===== config.mk =====
export PLATFORM = sky130hd
export DESIGN_NAME = kline_five_baud_init_handshake
export DESIGN_NICKNAME = d
export VERILOG_FILES = /design/src/rtl/kfbi_pkg.sv /design/src/rtl/kline_five_baud_init_handshake.sv
export SDC_FILE = /design/constraint.sdc
export NUM_CORES = 1
export LEC_CHECK = 0
export BUFFER_PORTS_ARGS = -buffer_cell sky130_fd_sc_hd__buf_4
export CAP_MARGIN = 20
export CELL_PAD_IN_SITES_DETAIL_PLACEMENT = 2
export CELL_PAD_IN_SITES_GLOBAL_PLACEMENT = 2
export CORE_MARGIN = 1.5
export CORE_UTILIZATION = 40
export DETAILED_ROUTE_END_ITERATION = 8
export GPL_TIMING_DRIVEN = 0
export PLACE_DENSITY_LB_ADDON = 0.1
export RECOVER_POWER = 100
export SYNTH_ARGS = -nofsm -noshare
export SYNTH_HDL_FRONTEND = slang
export SYNTH_SLANG_ARGS = --single-unit

===== constraint.sdc =====
create_clock -name clk -period 6.3 [get_ports clk]
set_input_delay 0.315 -clock clk [delete_from_list [all_inputs] [get_ports clk]]
set_output_delay 0.315 -clock clk [all_outputs]
set_load 0.01 [all_outputs]

===== src/rtl/kfbi_pkg.sv =====
// Package for the five-baud slow-init handshake: phase, action and register codes, constants.
package kfbi_pkg;

    typedef enum logic [2:0] {
        PH_IDLE     = 3'd0,
        PH_START    = 3'd1,
        PH_DATA     = 3'd2,
        PH_PARITY   = 3'd3,
        PH_KEYWORD  = 3'd4,
        PH_GUARD    = 3'd5,
        PH_LOOPBACK = 3'd6
    } phase_t;

    typedef enum logic [1:0] {
        ACT_START = 2'd0,
        ACT_TICK  = 2'd1,
        ACT_BYTE  = 2'd2
    } action_t;

    typedef enum logic [2:0] {
        REG_TARGET_ADDRESS  = 3'd0,
        REG_DATA_BITS       = 3'd1,
        REG_PARITY_MODE     = 3'd2,
        REG_BIT_PERIOD      = 3'd3,
        REG_KEYWORD_COUNT   = 3'd4,
        REG_ECHO_INDEX      = 3'd5,
        REG_ECHO_INVERTED   = 3'd6,
        REG_KEYWORD_TIMEOUT = 3'd7
    } cfg_index_t;

    localparam logic [1:0] PARITY_ODD  = 2'd1;
    localparam logic [1:0] PARITY_EVEN = 2'd2;

    localparam logic [3:0]  MAX_KEYWORD_BYTES  = 4'd8;
    localparam logic [15:0] ECHO_TIMEOUT_TICKS = 16'd1000;
    localparam logic [15:0] GUARD_TICKS        = 16'd5;
    localparam logic [15:0] TICK_MAX           = 16'hFFFF;
    localparam logic [7:0]  SYNC_BYTE          = 8'h55;

    // One result item.
    typedef struct packed {
        logic       success;
        logic       done_res;
        logic       busy_res;
        logic [7:0] tx_byte;
        logic       tx_valid;
        logic       line_level;
    } result_t;

endpackage


===== src/rtl/kline_five_baud_init_handshake.sv =====
// Five-baud slow-init handshake controller with stream input, stream output and register port.
//
// Input channel (s_axis_*): one transfer per event. tuser carries the action
// (start, one tick elapsed, byte received) and tdata the received byte.
// Output channel (m_axis_*): exactly one result transfer per input transfer, in order, giving
// line level, echo request and byte, busy, done and success. Registers are written through
// cfg_we/cfg_index/cfg_data; the user must write only while the block idles (not enforced).
//
// An accepted item lands in an input register; once the result register is free or being
// taken, the state machine evaluates it in one pass and loads the state and the result
// register together. Throughput is one item per cycle while the receiver takes every result,
// set by the single-pass state update.
// The input register and the result register decouple the two sides: while the
// receiver stalls, at most one further item is still taken into the input register, and
// then tready falls until the result is taken.
// Reset empties both registers, puts the handshake into its idle phase and loads
// the register defaults.
module kline_five_baud_init_handshake (
    input  logic        clk,
    input  logic        rst_n,
    input  logic        s_axis_tvalid,
    output logic        s_axis_tready,
    input  logic [7:0]  s_axis_tdata,   // [7:0] rx_byte
    input  logic [1:0]  s_axis_tuser,   // [1:0] action
    output logic        m_axis_tvalid,
    input  logic        m_axis_tready,
    // [0] line_level, [1] tx_valid, [9:2] tx_byte, [10] busy_res, [11] done_res,
    // [12] success, [15:13] zero
    output logic [15:0] m_axis_tdata,
    input  logic        cfg_we,
    input  logic [2:0]  cfg_index,
    input  logic [15:0] cfg_data
);

    // Configuration registers.
    logic [7:0]  target_address_reg;
    logic [3:0]  data_bits_reg;
    logic [1:0]  parity_mode_reg;
    logic [15:0] bit_period_reg;
    logic [3:0]  keyword_count_reg;
    logic [3:0]  echo_index_reg;
    logic        echo_inverted_reg;
    logic [15:0] keyword_timeout_reg;

    // Pipeline registers.
    logic        in_valid_reg;
    logic [1:0]  in_action_reg;
    logic [7:0]  in_byte_reg;
    logic        out_valid_reg;
    kfbi_pkg::result_t out_reg;

    // Handshake state.
    kfbi_pkg::phase_t phase_reg, phase_next;
    logic [15:0] tick_reg, tick_next;
    logic [3:0]  bitpos_reg, bitpos_next;
    logic        parity_reg, parity_next;
    logic [3:0]  matched_reg, matched_next;
    logic [7:0]  cand_reg, cand_next;

    logic        ev_finish, ev_ok, ev_echo;
    kfbi_pkg::result_t result_next;

    logic        advance;
    logic        in_accept;
    logic [15:0] tick_inc;
    logic [15:0] period;
    logic        period_over;
    logic [3:0]  eff_count;
    logic        echo_skip;
    logic        cur_data_bit;
    logic [3:0]  bitpos_inc;
    logic [3:0]  matched_inc;

    assign advance       = in_valid_reg && (!out_valid_reg || m_axis_tready);
    assign s_axis_tready = !in_valid_reg || !out_valid_reg || m_axis_tready;
    assign in_accept     = s_axis_tvalid && s_axis_tready;

    assign m_axis_tvalid = out_valid_reg;
    assign m_axis_tdata  = {3'b000, out_reg};

    always_ff @(posedge clk or negedge rst_n)
    begin
        if (!rst_n)
        begin
            target_address_reg  <= 8'd0;
            data_bits_reg       <= 4'd7;
            parity_mode_reg     <= kfbi_pkg::PARITY_ODD;
            bit_period_reg      <= 16'd200;
            keyword_count_reg   <= 4'd3;
            echo_index_reg      <= 4'd2;
            echo_inverted_reg   <= 1'b1;
            keyword_timeout_reg <= 16'd1500;
        end
        else if (cfg_we)
        begin
            unique case (kfbi_pkg::cfg_index_t'(cfg_index))
                kfbi_pkg::REG_TARGET_ADDRESS:  target_address_reg  <= cfg_data[7:0];
                kfbi_pkg::REG_DATA_BITS:       data_bits_reg       <= cfg_data[3:0];
                kfbi_pkg::REG_PARITY_MODE:     parity_mode_reg     <= cfg_data[1:0];
                kfbi_pkg::REG_BIT_PERIOD:      bit_period_reg      <= cfg_data;
                kfbi_pkg::REG_KEYWORD_COUNT:   keyword_count_reg   <= cfg_data[3:0];
                kfbi_pkg::REG_ECHO_INDEX:      echo_index_reg      <= cfg_data[3:0];
                kfbi_pkg::REG_ECHO_INVERTED:   echo_inverted_reg   <= cfg_data[0];
                kfbi_pkg::REG_KEYWORD_TIMEOUT: keyword_timeout_reg <= cfg_data;
                default: ;
            endcase
        end
    end

    // Input register.
    always_ff @(posedge clk or negedge rst_n)
    begin
        if (!rst_n)
        begin
            in_valid_reg <= 1'b0;
        end
        else if (in_accept)
        begin
            in_valid_reg <= 1'b1;
        end
        else if (advance)
        begin
            in_valid_reg <= 1'b0;
        end
    end

    always_ff @(posedge clk)
    begin
        if (in_accept)
        begin
            in_action_reg <= s_axis_tuser;
            in_byte_reg   <= s_axis_tdata;
        end
    end

    // State and result register load only on evaluation; the valid bit drops once taken.
    always_ff @(posedge clk or negedge rst_n)
    begin
        if (!rst_n)
        begin
            out_valid_reg <= 1'b0;
            phase_reg     <= kfbi_pkg::PH_IDLE;
            tick_reg      <= 16'd0;
            bitpos_reg    <= 4'd0;
            parity_reg    <= 1'b0;
            matched_reg   <= 4'd0;
            cand_reg      <= 8'd0;
        end
        else if (advance)
        begin
            out_valid_reg <= 1'b1;
            phase_reg     <= phase_next;
            tick_reg      <= tick_next;
            bitpos_reg    <= bitpos_next;
            parity_reg    <= parity_next;
            matched_reg   <= matched_next;
            cand_reg      <= cand_next;
        end
        else if (m_axis_tready)
        begin
            out_valid_reg <= 1'b0;
        end
    end

    always_ff @(posedge clk)
    begin
        if (advance)
        begin
            out_reg <= result_next;
        end
    end

    // Shared terms of the state update.
    assign tick_inc    = (tick_reg == kfbi_pkg::TICK_MAX) ? tick_reg : tick_reg + 16'd1;
    assign period      = (bit_period_reg == 16'd0) ? 16'd1 : bit_period_reg;
    assign period_over = (tick_inc >= period);
    assign eff_count   = (keyword_count_reg > kfbi_pkg::MAX_KEYWORD_BYTES) ?
                         kfbi_pkg::MAX_KEYWORD_BYTES : keyword_count_reg;
    // A negative echo index, or one beyond the collected keywords, means no echo.
    assign echo_skip   = echo_index_reg[3] || (echo_index_reg >= eff_count);
    assign cur_data_bit = bitpos_reg[3] ? 1'b0 : target_address_reg[bitpos_reg[2:0]];
    assign bitpos_inc  = bitpos_reg + 4'd1;
    assign matched_inc = matched_reg + 4'd1;

    // Next state.
    always_comb
    begin
        logic after_data;
        logic go_stop;
        logic go_complete;

        after_data   = 1'b0;
        go_stop      = 1'b0;
        go_complete  = 1'b0;
        phase_next   = phase_reg;
        tick_next    = tick_reg;
        bitpos_next  = bitpos_reg;
        parity_next  = parity_reg;
        matched_next = matched_reg;
        cand_next    = cand_reg;
        ev_finish    = 1'b0;
        ev_ok        = 1'b0;
        ev_echo      = 1'b0;

        unique case (kfbi_pkg::action_t'(in_action_reg))
            kfbi_pkg::ACT_START:
            begin
                // A start while the handshake runs is ignored.
                if (phase_reg == kfbi_pkg::PH_IDLE)
                begin
                    phase_next   = kfbi_pkg::PH_START;
                    tick_next    = 16'd0;
                    bitpos_next  = 4'd0;
                    parity_next  = 1'b0;
                    matched_next = 4'd0;
                    cand_next    = 8'd0;
                end
            end
            kfbi_pkg::ACT_TICK:
            begin
                unique case (phase_reg)
                    kfbi_pkg::PH_START:
                    begin
                        if (period_over)
                        begin
                            tick_next   = 16'd0;
                            bitpos_next = 4'd0;
                            if (data_bits_reg == 4'd0)
                            begin
                                after_data = 1'b1;
                            end
                            else
                            begin
                                phase_next = kfbi_pkg::PH_DATA;
                            end
                        end
                        else
                        begin
                            tick_next = tick_inc;
                        end
                    end
                    kfbi_pkg::PH_DATA:
                    begin
                        if (period_over)
                        begin
                            tick_next   = 16'd0;
                            parity_next = parity_reg ^ cur_data_bit;
                            bitpos_next = bitpos_inc;
                            if (bitpos_inc == 4'd0 || bitpos_inc >= data_bits_reg)
                            begin
                                after_data = 1'b1;
                            end
                        end
                        else
                        begin
                            tick_next = tick_inc;
                        end
                    end
                    kfbi_pkg::PH_PARITY:
                    begin
                        if (period_over)
                        begin
                            go_stop = 1'b1;
                        end
                        else
                        begin
                            tick_next = tick_inc;
                        end
                    end
                    kfbi_pkg::PH_KEYWORD:
                    begin
                        tick_next = tick_inc;
                        if (tick_inc >= keyword_timeout_reg)
                        begin
                            ev_finish = 1'b1;
                        end
                    end
                    kfbi_pkg::PH_GUARD:
                    begin
                        tick_next = tick_inc;
                        if (tick_inc >= kfbi_pkg::GUARD_TICKS)
                        begin
                            ev_echo    = 1'b1;
                            phase_next = kfbi_pkg::PH_LOOPBACK;
                            tick_next  = 16'd0;
                        end
                    end
                    kfbi_pkg::PH_LOOPBACK:
                    begin
                        tick_next = tick_inc;
                        if (tick_inc >= kfbi_pkg::ECHO_TIMEOUT_TICKS)
                        begin
                            ev_finish = 1'b1;
                        end
                    end
                    default: ;
                endcase
            end
            kfbi_pkg::ACT_BYTE:
            begin
                if (phase_reg == kfbi_pkg::PH_KEYWORD)
                begin
                    // Bytes before the sync byte are dropped.
                    if (matched_reg != 4'd0 || in_byte_reg == kfbi_pkg::SYNC_BYTE)
                    begin
                        if (!echo_index_reg[3] && matched_reg == echo_index_reg)
                        begin
                            cand_next = in_byte_reg;
                        end
                        matched_next = matched_inc;
                        if (matched_inc >= eff_count)
                        begin
                            go_complete = 1'b1;
                        end
                    end
                end
                else if (phase_reg == kfbi_pkg::PH_LOOPBACK)
                begin
                    ev_finish = 1'b1;
                    ev_ok     = 1'b1;
                end
            end
            default: ;
        endcase

        if (after_data)
        begin
            tick_next = 16'd0;
            if (parity_mode_reg == kfbi_pkg::PARITY_ODD ||
                parity_mode_reg == kfbi_pkg::PARITY_EVEN)
            begin
                phase_next = kfbi_pkg::PH_PARITY;
            end
            else
            begin
                go_stop = 1'b1;
            end
        end

        // The stop bit releases the line and keyword collection begins at once.
        if (go_stop)
        begin
            phase_next   = kfbi_pkg::PH_KEYWORD;
            tick_next    = 16'd0;
            matched_next = 4'd0;
            if (eff_count == 4'd0)
            begin
                go_complete = 1'b1;
            end
        end

        if (go_complete)
        begin
            if (echo_skip)
            begin
                ev_finish = 1'b1;
                ev_ok     = 1'b1;
            end
            else
            begin
                phase_next = kfbi_pkg::PH_GUARD;
                tick_next  = 16'd0;
            end
        end

        if (ev_finish)
        begin
            phase_next = kfbi_pkg::PH_IDLE;
            tick_next  = 16'd0;
        end
    end

    // Result fields, taken from the state after the item.
    always_comb
    begin
        result_next = '0;
        unique case (phase_next)
            kfbi_pkg::PH_START:  result_next.line_level = 1'b0;
            kfbi_pkg::PH_DATA:   result_next.line_level =
                                     bitpos_next[3] ? 1'b0 :
                                     target_address_reg[bitpos_next[2:0]];
            kfbi_pkg::PH_PARITY: result_next.line_level =
                                     (parity_mode_reg == kfbi_pkg::PARITY_EVEN) ?
                                     parity_next : !parity_next;
            default:             result_next.line_level = 1'b1;
        endcase
        result_next.tx_valid = ev_echo;
        if (ev_echo)
        begin
            result_next.tx_byte = echo_inverted_reg ? ~cand_reg : cand_reg;
        end
        result_next.busy_res = (phase_next != kfbi_pkg::PH_IDLE);
        result_next.done_res = ev_finish;
        result_next.success  = ev_ok;
    end

`ifndef SYNTH
    a_done_not_busy: assert property (@(posedge clk) disable iff (!rst_n)
        (out_valid_reg && out_reg.done_res) |-> !out_reg.busy_res)
        else $error("finished handshake reported as busy");

    a_echo_enters_loopback: assert property (@(posedge clk) disable iff (!rst_n)
        (out_valid_reg && out_reg.tx_valid) |-> (phase_reg == kfbi_pkg::PH_LOOPBACK))
        else $error("echo byte sent without entering loopback wait");

    a_idle_clears_ticks: assert property (@(posedge clk) disable iff (!rst_n)
        (phase_reg == kfbi_pkg::PH_IDLE) |-> (tick_reg == 16'd0))
        else $error("tick counter not cleared while idle");

    a_success_only_on_done: assert property (@(posedge clk) disable iff (!rst_n)
        advance |=> (!out_reg.success || out_reg.done_res))
        else $error("success flagged on an item that does not finish");
`endif

endmodule

; Word level (Yosys, flattened, before mapping)
; Index checks and enable logic that the tools add are counted.
[word_totals]
register_bits = 116
inputBits = 34
output_inout_bits = 18
wordCells = 197
[op_classes]
addsub = 3
n_lt_le_gt_ge = 10
n_eq_ne = 30
muxes = 89
n_bitwise = 2
reduce_logical = 39
[ops]
columns = cell, count
row1 = $mux 16, 11
row2 = $pmux 16 s4, 1
row3 = $mux 1, 40
row4 = $mux 8, 5
row5 = $ge 16x16->1, 2
row6 = $mux 4, 8
row7 = $pmux 16 s2, 1
row8 = $mux 3, 10
row9 = $pmux 4 s2, 3
row10 = $eq 3x3->1 const B, 7
row11 = $eq 3x2->1 const B, 6
row12 = $add 16x1->16 const B, 1
row13 = $eq 16x16->1 const B, 1
row14 = $ge 16x10->1 const B, 1
row15 = $ge 16x3->1 const B, 1
row16 = $logic_not 16->1, 1
row17 = $pmux 8 s2, 1
row18 = $reduce_and 2->1, 8
row19 = $ge 4x4->1, 3
row20 = $logic_not 4->1, 3
row21 = $pmux 3 s2, 2
row22 = $eq 3x1->1 const B, 3
row23 = $ne 3x3->1 const B, 3
row24 = $add 4x1->4 const B, 2
row25 = other kinds (23), 49

; Depth between registers and ports, before layout
[depth]
word_depth = 14
ltp_mapped = 24
mapped_depth_nobuf = 21

; Worst setup path before layout
; No wires, ideal clock.
[synth_path]
path_type = register -> register
start = reg tick_reg[0]
end = reg out_reg (netlist bit m_axis_tdata[0]) (data pin)
setup_time_ps = 261
arrival_time_ps = 4765
required_ps = 6039
setup_slack_ps = 1273
stages_incl_launch_ff = 23
n_path_buf = 2
synth_period_minus_slack_ps = 5027
path_cell_list = dfrtp_1 ha_1 and3_1 buf_6 and4_1 or4_4 xnor2_2 ha_1 a21o_1 a21o_1 a221o_1 a21o_1 a31o_4 inv_2 buf_6 ha_1 o21ai_0 a22o_1 mux2_2 nor2_1 nor4bb_1 o31ai_1 nand2_1
[synth_rtl]
columns = item, line
row1 = from (decl), kline_five_baud_init_handshake.sv:54  ; logic [15:0] tick_reg, tick_next;
row2 = from (signal assigned), kline_five_baud_init_handshake.sv:153  ; tick_reg <= tick_next;
row3 = to (signal assigned), kline_five_baud_init_handshake.sv:169  ; out_reg <= result_next;
row4 = to (decl), kline_five_baud_init_handshake.sv:50  ; kfbi_pkg::result_t out_reg;

==> results_dict.tcl <==
set metrics [dict create \
    ys.flop_type "dfrtp_1" \
    dp_hpwl_mm 17.6 \
    start_kind "flop" \
    async_flop_share_pct 80.2 \
    htreeDepth 4 \
    final_util_pct 47.5 \
    critPathRequiredTime_ns 6.47 \
    tightest_slew_ns 3.69 \
    grt_pass1_vias 6913 \
    cp_max_fo 10 \
    ir_drop_mv 0.223 \
    maxSlewHeadroom_pct -146 \
    diodes 0 \
    ys_seq_elements 116 \
    drive_gt1_share_pct 19.5 \
    dp_cells 1020 \
    clk_path_buf_depth 2 \
    synth_commonest_cells "dfrtp_1, nand2_1, inv_1, mux2_2, o21ai_0" \
    syn-mean-instance-area_sq_um 9.95 \
    syn_area_sq_um 7390 \
    drt_iter0_drc 271 \
    worstPathArrival_ns 6.05 \
    routed_wirelength_mm 23.7 \
    numClockSinks 116 \
    syn2layout_area_growth_pct 15.9 \
    syn_inst 742 \
    grt_pass1_wl_mm 38.9 \
    hp-class "in2reg" \
    status "finished with violations" \
    detail_route.vias_per_cell 5.74 \
    cts-resized-gates 0 \
    setup-violations-final 0 \
    synth-seq-area-share_pct 41.2 \
    finClkSkew_ns 0.0276 \
    post_dp_cell_area_sq_um 8050 \
    synth_top_area_cell "dfrtp_1" \
    die_h_um 139 \
    stdcell_area_sq_um 8560 \
    p_per_area_nw_per_um2 317 \
    fill_cells 1927 \
    vias 6047 \
    antenna_found_initial 1 \
    clk_pin_slew_worst_paths_ns 0.06 \
    row_count 49 \
    die_w_um 139 \
    fmax_mhz 170 \
    clock-root-buffer "clkbuf_16" \
    core-area_sq_um 18000 \
    timing.final.crit_share_pct 93.3 \
    cts_tree "yes" \
    grt_max_degree 68 \
    synth.most_common_cell "dfrtp_1" \
    wl_per_cell_um 22.5 \
    leakage_uw 0.00385 \
    stdcell_count 1054 \
    cts_inserted_buffers 17 \
    grt_use_total_pct 26.0 \
    rsz0062_at_grt "no" \
    first_pass_iters 4 \
    postCtsSetupBuffers 0 \
    fin_tns_setup_ns 0 \
    finalMaxSlewViolations 96 \
    place_congestion 0.849 \
    initial_core_util_pct 41.0 \
    critPathKind "reg2reg" \
    min_period_ns 5.88 \
    rrSetupSlack_ns 0.42 \
    io_pins 52 \
    netlist_top_cells_area "dfrtp_1, edfxtp_1, ha_1, mux2_2, dfstp_2" \
    nets 896 \
    drc 0 \
    port_buffers 46 \
    ant_nets 0 \
    die_area_sq_um 19300 \
    ys_warn_count 0 \
    end_kind "flop" \
    synth_top_area_share_pct 25.4 \
    synth_edf_count 23 \
    overflow 0 \
    hold_viol_final 0 \
    cap_violations 2 \
    violations "max-capacitance violations, max-slew violations" \
    synthDistinctLibCells 84 \
    worst_skew_pair.late_latency_ns 0.44 \
]
-- final cells by class --
type,instances,area [sq um],share of cell area [%]
timing repair buffer,49,299,3.49
clock buffer,23,532,6.21
tap,229,287,3.35
multi-input combinational,531,3890,45.5
clock inverter,9,86.3,1.01
buffer,31,174,2.03
inverter,66,248,2.89
sequential,116,3040,35.5
-- metal layers --
| metal | global-route usage [%] | share of wire (%) | vias up |
|---|---|---|---|
| li1 | - | - | 2832 |
| met1 | 32.5 | 45 | 3108 |
| met2 | 45.8 | 51 | 75 |
| met3 | 4.18 | 2.1 | 32 |
| met4 | 8.61 | 1.9 | 0 |
| met5 | 0 | 0 | - |
-- critical path, cell delays in order (launching register included) --
cell and delay (ns):
dfrtp_1 0.47, ha_1 0.31, and3_1 0.21, buf_6 0.14, and4_1 0.21, or4_1 0.58
xnor2_2 0.35, ha_1 0.31, a21o_1 0.18, a21o_1 0.17, a221o_1 0.30, a21o_1 0.21
a31o_4 0.30, inv_2 0.07, buf_6 0.14, ha_1 0.23, o21ai_0 0.17, a22o_1 0.33
mux2_2 0.38, nor2_1 0.12, nor4bb_1 0.08, o31ai_1 0.26, nand2_1 0.10
-- worst paths after layout --
| kind | startpoint | end | cells past startpoint |
|---|---|---|---|
| max reg2reg | tick_reg[0] | m_axis_tdata[0] | 22 |
| max | tick_reg[0] | m_axis_tdata[0] | 22 |
| max in group asynchronous | rst_n | parity_reg | 3 |
| min reg2reg | keyword_timeout_reg[1] | keyword_timeout_reg[1] | 1 |
| min | s_axis_tdata[3] | in_byte_reg[3] | 1 |
| min in group asynchronous | rst_n | tick_reg[2] | 2 |
-- power breakdown --
| group | switching, uW | internal (uW) |
|---|---|---|
| registers | 114 | 915 |
| logic | 390 | 287 |
| clock network | 375 | 635 |
-- what timing repair did --
| action | in CTS | in global routing |
|---|---|---|
| endpoints found under the hold margin | 26 | 0 |
| endpoints found under the setup margin | 0 | 0 |
| hold buffers | 1 | 0 |
-- per-stage QoR --
stage / power [uW] / worst slack [ns] / hold WS (ns)
2_1_floorplan: 1460 / 1.27 / 0.0194
3_3_place_gp: 1660 / 0.647 / 0.475
3_5_place_dp: 1730 / 0.533 / 0.278
4_1_cts: 2760 / 0.464 / 0.0436
5_1_grt: 2860 / 0.0790 / 0.0667
6_report: 2720 / 0.424 / 0.0787
-- kinds of logic (layout without fill, tap and decap cells) --
logic type	after synthesis	after routing	synth area share [%]
and+or+nand+nor	222	222	16.0
AOI/OAI and AO/OA	167	167	15.5
DFF	116	116	41.2
buffers and inverters	97	178	5.76
muxes	61	61	9.50
adders and majority gates	50	50	8.47
xor gates and xnor gates	28	28	3.61
other	1	3	0.0508
-- cell usage in the layout, fill, tap and decap left out, drive strengths merged, types with 7 or more instances in the layout --
master,netlist,layout
nor2,37,37
nand2,68,68
nor4,8,8
edfxtp,23,23
nor3,13,13
nand4,12,12
a21o,15,15
clkbuf,17,71
o211ai,7,7
nand3,30,30
buf,14,31
ha,50,50
a22o,10,10
dfrtp,75,75
nand2b,13,13
xnor2,21,21
dfstp,18,18
inv,66,68
o21ai,54,54
a21oi,28,28
mux2,53,53
(Power assumes the default switching activity.)
